===== config.mk =====
export PLATFORM = sky130hd
export DESIGN_NAME = per_topic_snowflake_id_generator
export DESIGN_NICKNAME = d
export VERILOG_FILES = /design/src/rtl/core/psfid_pkg.sv /design/src/rtl/core/psfid_table.sv /design/src/rtl/core/psfid_id_unit.sv /design/src/rtl/core/per_topic_snowflake_id_generator.sv
export SDC_FILE = /design/constraint.sdc
export NUM_CORES = 2
export LEC_CHECK = 0
export BUFFER_PORTS_ARGS = -buffer_cell sky130_fd_sc_hd__buf_2
export CORE_MARGIN = 3
export CORE_UTILIZATION = 45
export CTS_CLUSTER_SIZE = 12
export DETAILED_ROUTE_END_ITERATION = 6
export GPL_ROUTABILITY_DRIVEN = 0
export MAX_ROUTING_LAYER = met4
export PLACE_DENSITY = 0.66
export SYNTH_ARGS = -nofsm -noshare
export SYNTH_HDL_FRONTEND = slang
export SYNTH_HIERARCHICAL = 1
export SYNTH_SLANG_ARGS = --single-unit

===== constraint.sdc =====
create_clock -name clk_i -period 10 [get_ports clk_i]
set_clock_uncertainty 0.15 [all_clocks]
set_input_delay 1.5 -clock clk_i [delete_from_list [all_inputs] [get_ports clk_i]]
set_output_delay 1.5 -clock clk_i [all_outputs]
set_load 0.05 [all_outputs]

===== src/rtl/core/psfid_pkg.sv =====
// Package of the per-topic snowflake id generator: widths, types and constants.
// Used by the table, the id unit and the top level.
package psfid_pkg;

  localparam int unsigned Topics     = 32;
  localparam int unsigned TopicAw    = $clog2(Topics);
  localparam int unsigned TopicW     = 5;
  localparam int unsigned IdxW       = 6;
  localparam int unsigned TimeW      = 48;
  localparam int unsigned SeqW       = 12;
  localparam int unsigned MachW      = 5;
  localparam int unsigned CountW     = 6;
  localparam int unsigned IdW        = 64;
  localparam int unsigned TimeShift  = 22;
  localparam int unsigned DeltaW     = IdW - TimeShift;
  localparam int unsigned CfgIdxW    = 2;
  localparam int unsigned CfgDataW   = 48;
  localparam int unsigned InDataW    = 56;
  localparam int unsigned OutUserW   = 2;

  // Configuration register indexes.
  localparam logic [CfgIdxW-1:0] RegMachineId  = 2'd0;
  localparam logic [CfgIdxW-1:0] RegEpochMs    = 2'd1;
  localparam logic [CfgIdxW-1:0] RegTopicCount = 2'd2;

  localparam logic [SeqW-1:0] SeqMax = {SeqW{1'b1}};

  // One row of the topic table.
  typedef struct packed {
    logic [TimeW-1:0] last_time;
    logic [SeqW-1:0]  seq;
  } entry_t;

  // A request after topic resolution.
  typedef struct packed {
    logic [TopicAw-1:0] topic;
    logic [TimeW-1:0]   now_ms;
    logic               used_default;
  } req_t;

  // One finished result.
  typedef struct packed {
    logic [IdW-1:0] unique_id;
    logic           sequence_wrapped;
    logic           used_default;
  } result_t;

endpackage


===== src/rtl/core/psfid_table.sv =====
// Topic table: one synchronous memory of last time and sequence per topic.
// Depends on psfid_pkg; valid bits make never-written rows read as zero.
module psfid_table (
  input  logic                     clk_i,
  input  logic                     rst_ni,
  input  logic                     rd_en_i,
  input  logic [psfid_pkg::TopicAw-1:0] rd_addr_i,
  output psfid_pkg::entry_t        rd_data_o,
  input  logic                     wr_en_i,
  input  logic [psfid_pkg::TopicAw-1:0] wr_addr_i,
  input  psfid_pkg::entry_t        wr_data_i
);
  import psfid_pkg::*;

  entry_t            mem [Topics];
  entry_t            rd_raw_q;
  logic              rd_valid_q;
  logic [Topics-1:0] valid_q;

  // Memory array: registered read, single write port.
  always_ff @(posedge clk_i) begin
    if (wr_en_i) begin
      mem[wr_addr_i] <= wr_data_i;
    end
    if (rd_en_i) begin
      rd_raw_q <= mem[rd_addr_i];
    end
  end

  // Valid bits stand in for the all-zero reset of the table.
  always_ff @(posedge clk_i or negedge rst_ni) begin
    if (!rst_ni) begin
      valid_q    <= '0;
      rd_valid_q <= 1'b0;
    end else begin
      if (wr_en_i) begin
        valid_q[wr_addr_i] <= 1'b1;
      end
      if (rd_en_i) begin
        rd_valid_q <= valid_q[rd_addr_i];
      end
    end
  end

  assign rd_data_o = rd_valid_q ? rd_raw_q : '0;

endmodule


===== src/rtl/core/psfid_id_unit.sv =====
// Id unit: sequence update and id packing from one table row and one request.
// Depends on psfid_pkg.
module psfid_id_unit (
  input  psfid_pkg::req_t                    req_i,
  input  psfid_pkg::entry_t                  entry_i,
  input  logic [psfid_pkg::MachW-1:0]        machine_id_i,
  input  logic [psfid_pkg::TimeW-1:0]        epoch_ms_i,
  output psfid_pkg::entry_t                  entry_o,
  output psfid_pkg::result_t                 result_o
);
  import psfid_pkg::*;

  logic             same_ms;
  logic [SeqW-1:0]  seq_next;
  logic [TimeW-1:0] delta;

  // Same millisecond advances the sequence, any other time restarts it.
  assign same_ms  = (entry_i.last_time == req_i.now_ms);
  assign seq_next = same_ms ? (entry_i.seq + SeqW'(1)) : '0;
  assign delta    = req_i.now_ms - epoch_ms_i;

  assign entry_o.last_time = req_i.now_ms;
  assign entry_o.seq       = seq_next;

  // Pack time delta, machine, topic and sequence.
  assign result_o.unique_id = {delta[DeltaW-1:0], machine_id_i,
                               TopicW'(req_i.topic), seq_next};
  assign result_o.sequence_wrapped = same_ms && (entry_i.seq == SeqMax);
  assign result_o.used_default     = req_i.used_default;

endmodule


===== src/rtl/core/per_topic_snowflake_id_generator.sv =====
// Per-topic snowflake id generator, top level.
// A request is registered with its table read on acceptance, and its result and the table
// write-back follow once the output register is free; only then is a new request accepted.
// Reset: asynchronous, active low; clears the config and control registers and the table
// valid bits at once: every topic reads as time zero and sequence zero, no clearing pass.
module per_topic_snowflake_id_generator (
  input  logic                              clk_i,
  input  logic                              rst_ni,
  // Configuration write port.
  input  logic                              cfg_we_i,
  input  logic [psfid_pkg::CfgIdxW-1:0]     cfg_idx_i,
  input  logic [psfid_pkg::CfgDataW-1:0]    cfg_wdata_i,
  // Request stream.
  input  logic                              s_axis_tvalid,
  output logic                              s_axis_tready,
  // Fields from bit 0: topic_index[5:0], now_ms[53:6], zero pad[55:54].
  input  logic [psfid_pkg::InDataW-1:0]     s_axis_tdata,
  // Result stream.
  output logic                              m_axis_tvalid,
  input  logic                              m_axis_tready,
  // Fields from bit 0: unique_id[63:0].
  output logic [psfid_pkg::IdW-1:0]         m_axis_tdata,
  // Fields from bit 0: sequence_wrapped[0], used_default[1].
  output logic [psfid_pkg::OutUserW-1:0]    m_axis_tuser
);
  import psfid_pkg::*;

  localparam logic [CountW-1:0] TopicsCount = CountW'(Topics);

  logic [MachW-1:0]  machine_id_q;
  logic [TimeW-1:0]  epoch_ms_q;
  logic [CountW-1:0] topic_count_q;

  logic [IdxW-1:0]   in_idx;
  logic [TimeW-1:0]  in_now;
  logic [CountW-1:0] limit;
  logic              in_fallback;
  logic              s_accept;
  logic              load_out;

  req_t    req_d, req_q;
  logic    busy_q, busy_d;
  entry_t  rd_entry, wr_entry;
  result_t result, out_q;
  logic    out_valid_q, out_valid_d;

  // Configuration registers.
  always_ff @(posedge clk_i or negedge rst_ni) begin
    if (!rst_ni) begin
      machine_id_q  <= '0;
      epoch_ms_q    <= '0;
      topic_count_q <= CountW'(1);
    end else if (cfg_we_i) begin
      case (cfg_idx_i)
        RegMachineId:  machine_id_q  <= cfg_wdata_i[MachW-1:0];
        RegEpochMs:    epoch_ms_q    <= cfg_wdata_i[TimeW-1:0];
        RegTopicCount: topic_count_q <= cfg_wdata_i[CountW-1:0];
        default: ;
      endcase
    end
  end

  // Topic resolution: unknown indices fall back to topic zero.
  assign in_idx      = s_axis_tdata[IdxW-1:0];
  assign in_now      = s_axis_tdata[IdxW+TimeW-1:IdxW];
  assign limit       = (topic_count_q > TopicsCount) ? TopicsCount : topic_count_q;
  assign in_fallback = (in_idx >= IdxW'(limit));

  always_comb begin
    req_d.now_ms       = in_now;
    req_d.used_default = in_fallback;
    req_d.topic        = in_fallback ? '0 : in_idx[TopicAw-1:0];
  end

  // One request in flight: accept, read the row, then write it back.
  assign s_axis_tready = !busy_q;
  assign s_accept      = s_axis_tvalid && s_axis_tready;
  assign load_out      = busy_q && (!out_valid_q || m_axis_tready);

  always_comb begin
    busy_d = busy_q;
    if (s_accept) begin
      busy_d = 1'b1;
    end else if (load_out) begin
      busy_d = 1'b0;
    end
  end

  always_ff @(posedge clk_i or negedge rst_ni) begin
    if (!rst_ni) begin
      busy_q <= 1'b0;
    end else begin
      busy_q <= busy_d;
    end
  end

  always_ff @(posedge clk_i) begin
    if (s_accept) begin
      req_q <= req_d;
    end
  end

  psfid_table u_table (
    .clk_i     (clk_i),
    .rst_ni    (rst_ni),
    .rd_en_i   (s_accept),
    .rd_addr_i (req_d.topic),
    .rd_data_o (rd_entry),
    .wr_en_i   (load_out),
    .wr_addr_i (req_q.topic),
    .wr_data_i (wr_entry)
  );

  psfid_id_unit u_id_unit (
    .req_i        (req_q),
    .entry_i      (rd_entry),
    .machine_id_i (machine_id_q),
    .epoch_ms_i   (epoch_ms_q),
    .entry_o      (wr_entry),
    .result_o     (result)
  );

  // Output register parts the result stream from the table access.
  always_comb begin
    out_valid_d = out_valid_q;
    if (load_out) begin
      out_valid_d = 1'b1;
    end else if (m_axis_tready) begin
      out_valid_d = 1'b0;
    end
  end

  always_ff @(posedge clk_i or negedge rst_ni) begin
    if (!rst_ni) begin
      out_valid_q <= 1'b0;
    end else begin
      out_valid_q <= out_valid_d;
    end
  end

  always_ff @(posedge clk_i) begin
    if (load_out) begin
      out_q <= result;
    end
  end

  assign m_axis_tvalid = out_valid_q;
  assign m_axis_tdata  = out_q.unique_id;
  assign m_axis_tuser  = {out_q.used_default, out_q.sequence_wrapped};

endmodule


### After elaboration in Yosys (flattened, before gate mapping)

Memories as Yosys holds them, arrays and structs flattened. A register that Yosys moved wholly into a read port is not among the register bits.
Index checks and enable logic that the tools add are counted.

* bitwise logic cells: 1
* reductions and logical operators: 13
* magnitude comparators: 5
* muxes and demuxes: 14
* equal/unequal tests: 4
* add/sub/neg operators: 2

Operators with widths (count)
* 60-bit 2-to-1 mux: 1
* 48-bit == test: 1
* 42-bit subtractor: 1
* 32-bit OR: 1
* 12-bit by 1-bit adder with 12-bit output (second input constant): 1
* 12-bit == test (second input constant): 1
* 5-bit by 6-bit < comparator with 1-bit output (second input constant): 2
* 12-bit 2-to-1 mux: 1
* 1-bit 2-to-1 mux: 8
* 6-bit greater-or-equal comparator: 1
* 6-bit greater-than comparator (second input constant): 1
* 6-bit 2-to-1 mux: 1
* 2-bit AND reduction: 3
* 1-bit binary-select mux with 5-bit select: 1
* 1-bit demux with 5-bit select: 1
* 5-bit by 1-bit greater-or-equal comparator with 1-bit output (second input constant): 1
* 5-bit 2-to-1 mux: 1
* 1-bit logical AND: 4
* 2-bit nonzero test: 2
* 2-bit by 1-bit == test with 1-bit output (second input constant): 1
* 2-bit == test (second input constant): 1
* 1-bit logical NOT: 2
* 2-bit logical NOT: 1
* 1-bit logical OR: 1

* flip-flop bits (word level): 208
* RAM bits: 1920
* memories: 1
* word-level logic and storage cells: 53

Memories
* u_table.mem: depth 32, width 60, rd ports 1, clocked after Yosys merged registers in 1, write ports 1, line psfid_table.sv:15 `entry_t mem [Topics];`

### Depth between registers and ports, before layout

* depth after elaboration: 6
* mapped depth: 14
* gate-level depth less buffers: 13

### Cells and area by module

Netlist, hierarchy kept.

By module, submodules not included
* psfid_table: times used 1, area an instance 76248.1 µm², cells each 3001, seq. area each 60282.8 µm²
* per_topic_snowflake_id_generator: times used 1, area an instance 6117.1 µm², cells each 285, seq. area each 5131.2 µm²
* psfid_id_unit: times used 1, area an instance 4091.4 µm², cells each 581, seq. area each 0.0 µm²

### Worst setup path before layout

OpenSTA, ideal clock, no wires.

* path type: input port to flip-flop
* from: input port s_axis_tvalid
* to: register u_table.rd_valid_q
* setup slack: 2.462 ns
* data arrival time: 6.957 ns
* path buffers: 0
* cell stages on the path: 2
* cells stage by stage: nor2b_1 -> a41oi_1

* cells in the longest elaborated chain, start to end: 1

RTL lines
* from (decl): line per_topic_snowflake_id_generator.sv:14 `input logic s_axis_tvalid,`
* 1-bit logical AND: line per_topic_snowflake_id_generator.sv:77 `assign s_accept = s_axis_tvalid && s_axis_tready;`
* to (signal assigned): line psfid_table.sv:40 `rd_valid_q <= valid_q[rd_addr_i];`
* to (decl): line psfid_table.sv:17 `logic rd_valid_q;`

No other way between the ends.
A chain may end at the register's enable or synchronous reset.

==> results.py <==
metrics = {
    "die": {
        "ios": 179,
        "initial_core_util": 0.453,
        "die_h_um": 444,
        "dieWidth_um": 444,
        "die-area_sq_mm": 0.197,
        "coreArea_sq_mm": 0.190,
        "row_count": 160,
    },
    "sta": {
        "slew_violations": 0,
        "worstMarginPinSlew_ps": 1320,
        "fin_ws_ps": 4250,
        "rsz0062_at_grt": "no",
        "maxSlewHeadroom": 0.121,
        "fmax_ghz": 0.174,
        "hold_viol_final": 0,
        "post-route-period-util": 0.575,
        "finalSetupTns_ps": 0,
        "period_needed_ps": 5750,
        "setup_violations": 0,
    },
    "placed_design": {
        "post-place-ws_ps": 3700,
        "io_buffers": 170,
        "dp_hpwl_um": 106000,
    },
    "power_and_ir_drop": {
        "peakVddDrop_mv": 0.211,
        "power.density_mw_per_mm2": 219,
        "power.leakage_nw": 31.1,
    },
    "synthesis": {
        "postSynthAreaPerCell_sq_um": 22.4,
        "synthesis.area_sq_mm": 0.0862,
        "yosysWarningCount": 6,
        "syn-num-nets": 4015,
        "postSynthCellCount": 3855,
    },
    "grt": {
        "grt_pass1_wl_um": 294000,
        "grt_remaining_overflow": 0,
        "track_usage": 0.213,
        "antenna_found_initial": 10,
        "grt_pass1_vias": 41064,
        "grt_max_degree": 131,
    },
    "setup_path": {
        "crit_required_ps": 10310,
        "path_class": "reg2reg",
        "r2r_start": "u_table/rd_valid_q$_DFFE_PN0P_",
        "end_kind": "flip-flop",
        "arrival_ps": 6060,
        "critPathLaunchType": "flip-flop",
        "startpoint": "u_table/rd_valid_q$_DFFE_PN0P_",
        "path_max_fanout": 41,
    },
    "finish": {
        "syn_to_final_growth_pct": 11.7,
        "drive_gt1_frac": 0.319,
        "final_common_cell": "edfxtp_1",
        "layout_common_cells": "2,100 x edfxtp_1, 600 x mux4_2, 212 x clkbuf_16",
        "fin_util": 0.506,
        "layout.nets": 4283,
    },
    "clock_tree": {
        "cts_tree": "built",
        "clkTransAtPathRegs_ps": 60,
        "clock-root-buffer": "clkbuf_16",
        "cts_num_sinks": 2188,
        "cts_buffers": 211,
        "ctsResizeCount": 0,
        "clk_path_buf_depth": 3,
        "holdBufCountCts": 0,
        "post_cts_buffers": 0,
        "h-tree-depth": 4,
        "clock_latency_ps": 850,
    },
    "route": {
        "drc": 0,
        "route.vias.total": 40524,
        "first_iter_violations": 4587,
        "wire_per_inst_um": 30.0,
        "ant_nets": 0,
        "viasPerCell": 5.99,
        "dr.pass1.iters": 5,
        "wl_um": 203000,
    },
    "job": {
        "maxCapViolations": 0,
    },
    "status": {
        "outcome": "finished clean",
    },
    "hold_path": {
        "holdCritStartpoint": "req_q[0]$_DFFE_PP_",
        "min_path_type": "reg2reg",
    },
}
report_power, final:
| part | switching, mW | leakage [nW] | internal, mW |
|---|---|---|---|
| Clock | 3.23 | 2.95 | 4.02 |
| Combinational | 1.88 | 7.43 | 1.45 |
| Sequential | 0.115 | 20.7 | 10.5 |
| Total | 5.23 | 31.1 | 15.9 |
per-layer routing:
layer	GRT usage	vias up	routed length, um
met1	0.295	21958	83000
met3	0.0328	266	16500
li1	-	16460	-
met2	0.338	1840	99400
met5	-	-	0
met4	0.0487	0	3910
flip-flops by register name, summed over array words and instances, names as in the netlist:
name                cells
busy_q                  1
epoch_ms_q             42
m_axis_tdata           64
m_axis_tuser            2
m_axis_tvalid           1
machine_id_q            5
req_q                  54
topic_count_q           6
u_table/mem          1920
u_table/rd_raw_q       60
u_table/rd_valid_q      1
u_table/valid_q        32
worst paths after layout:
kind	end	slack, ps	cells past startpoint
min in group asynchronous	topic_count_q[3]$_DFFE_PN0P_	400	1
worst min register to register	m_axis_tuser[1]$_DFFE_PP_	280	0
max in group asynchronous	u_table/rd_valid_q$_DFFE_PN0P_	8030	2
worst max-delay path	u_table/mem[18][1]$_DFFE_PP_	4250	8
worst max register to register	u_table/mem[18][1]$_DFFE_PP_	4250	8
worst min-delay path	m_axis_tuser[1]$_DFFE_PP_	280	0
through the flow:
step	std cells	hold WS, ps	total power, mW	instance area, sq um
floorplan	3855	289	13.2	86200
global placement	6421	261	14.1	90200
detailed placement	6421	261	14.1	90200
CTS	6760	274	21.3	96300
global route	6761	304	21.9	96300
finish	6761	275	21.1	96300
worst max-delay path: stages (launching register included):
cell and delay, ps:
dfrtp_2 350, buf_4 310, buf_4 630, and2_1 260
xnor2_1 310, nand4_1 160, nor4_1 840, nand3_1 940
nor2_2 1340
area by class of cell:
cell class / count / area [sq um]
inverters: 64 / 240
clock buffers: 302 / 5710
fillers: 14723 / 94000
multi-input cells: 1355 / 19600
clock inverters: 37 / 419
repair buffers: 303 / 1960
flip-flops and latches: 2188 / 65300
diodes: 1 / 2.50
well taps: 2511 / 3140
(Power assumes the default switching activity.)
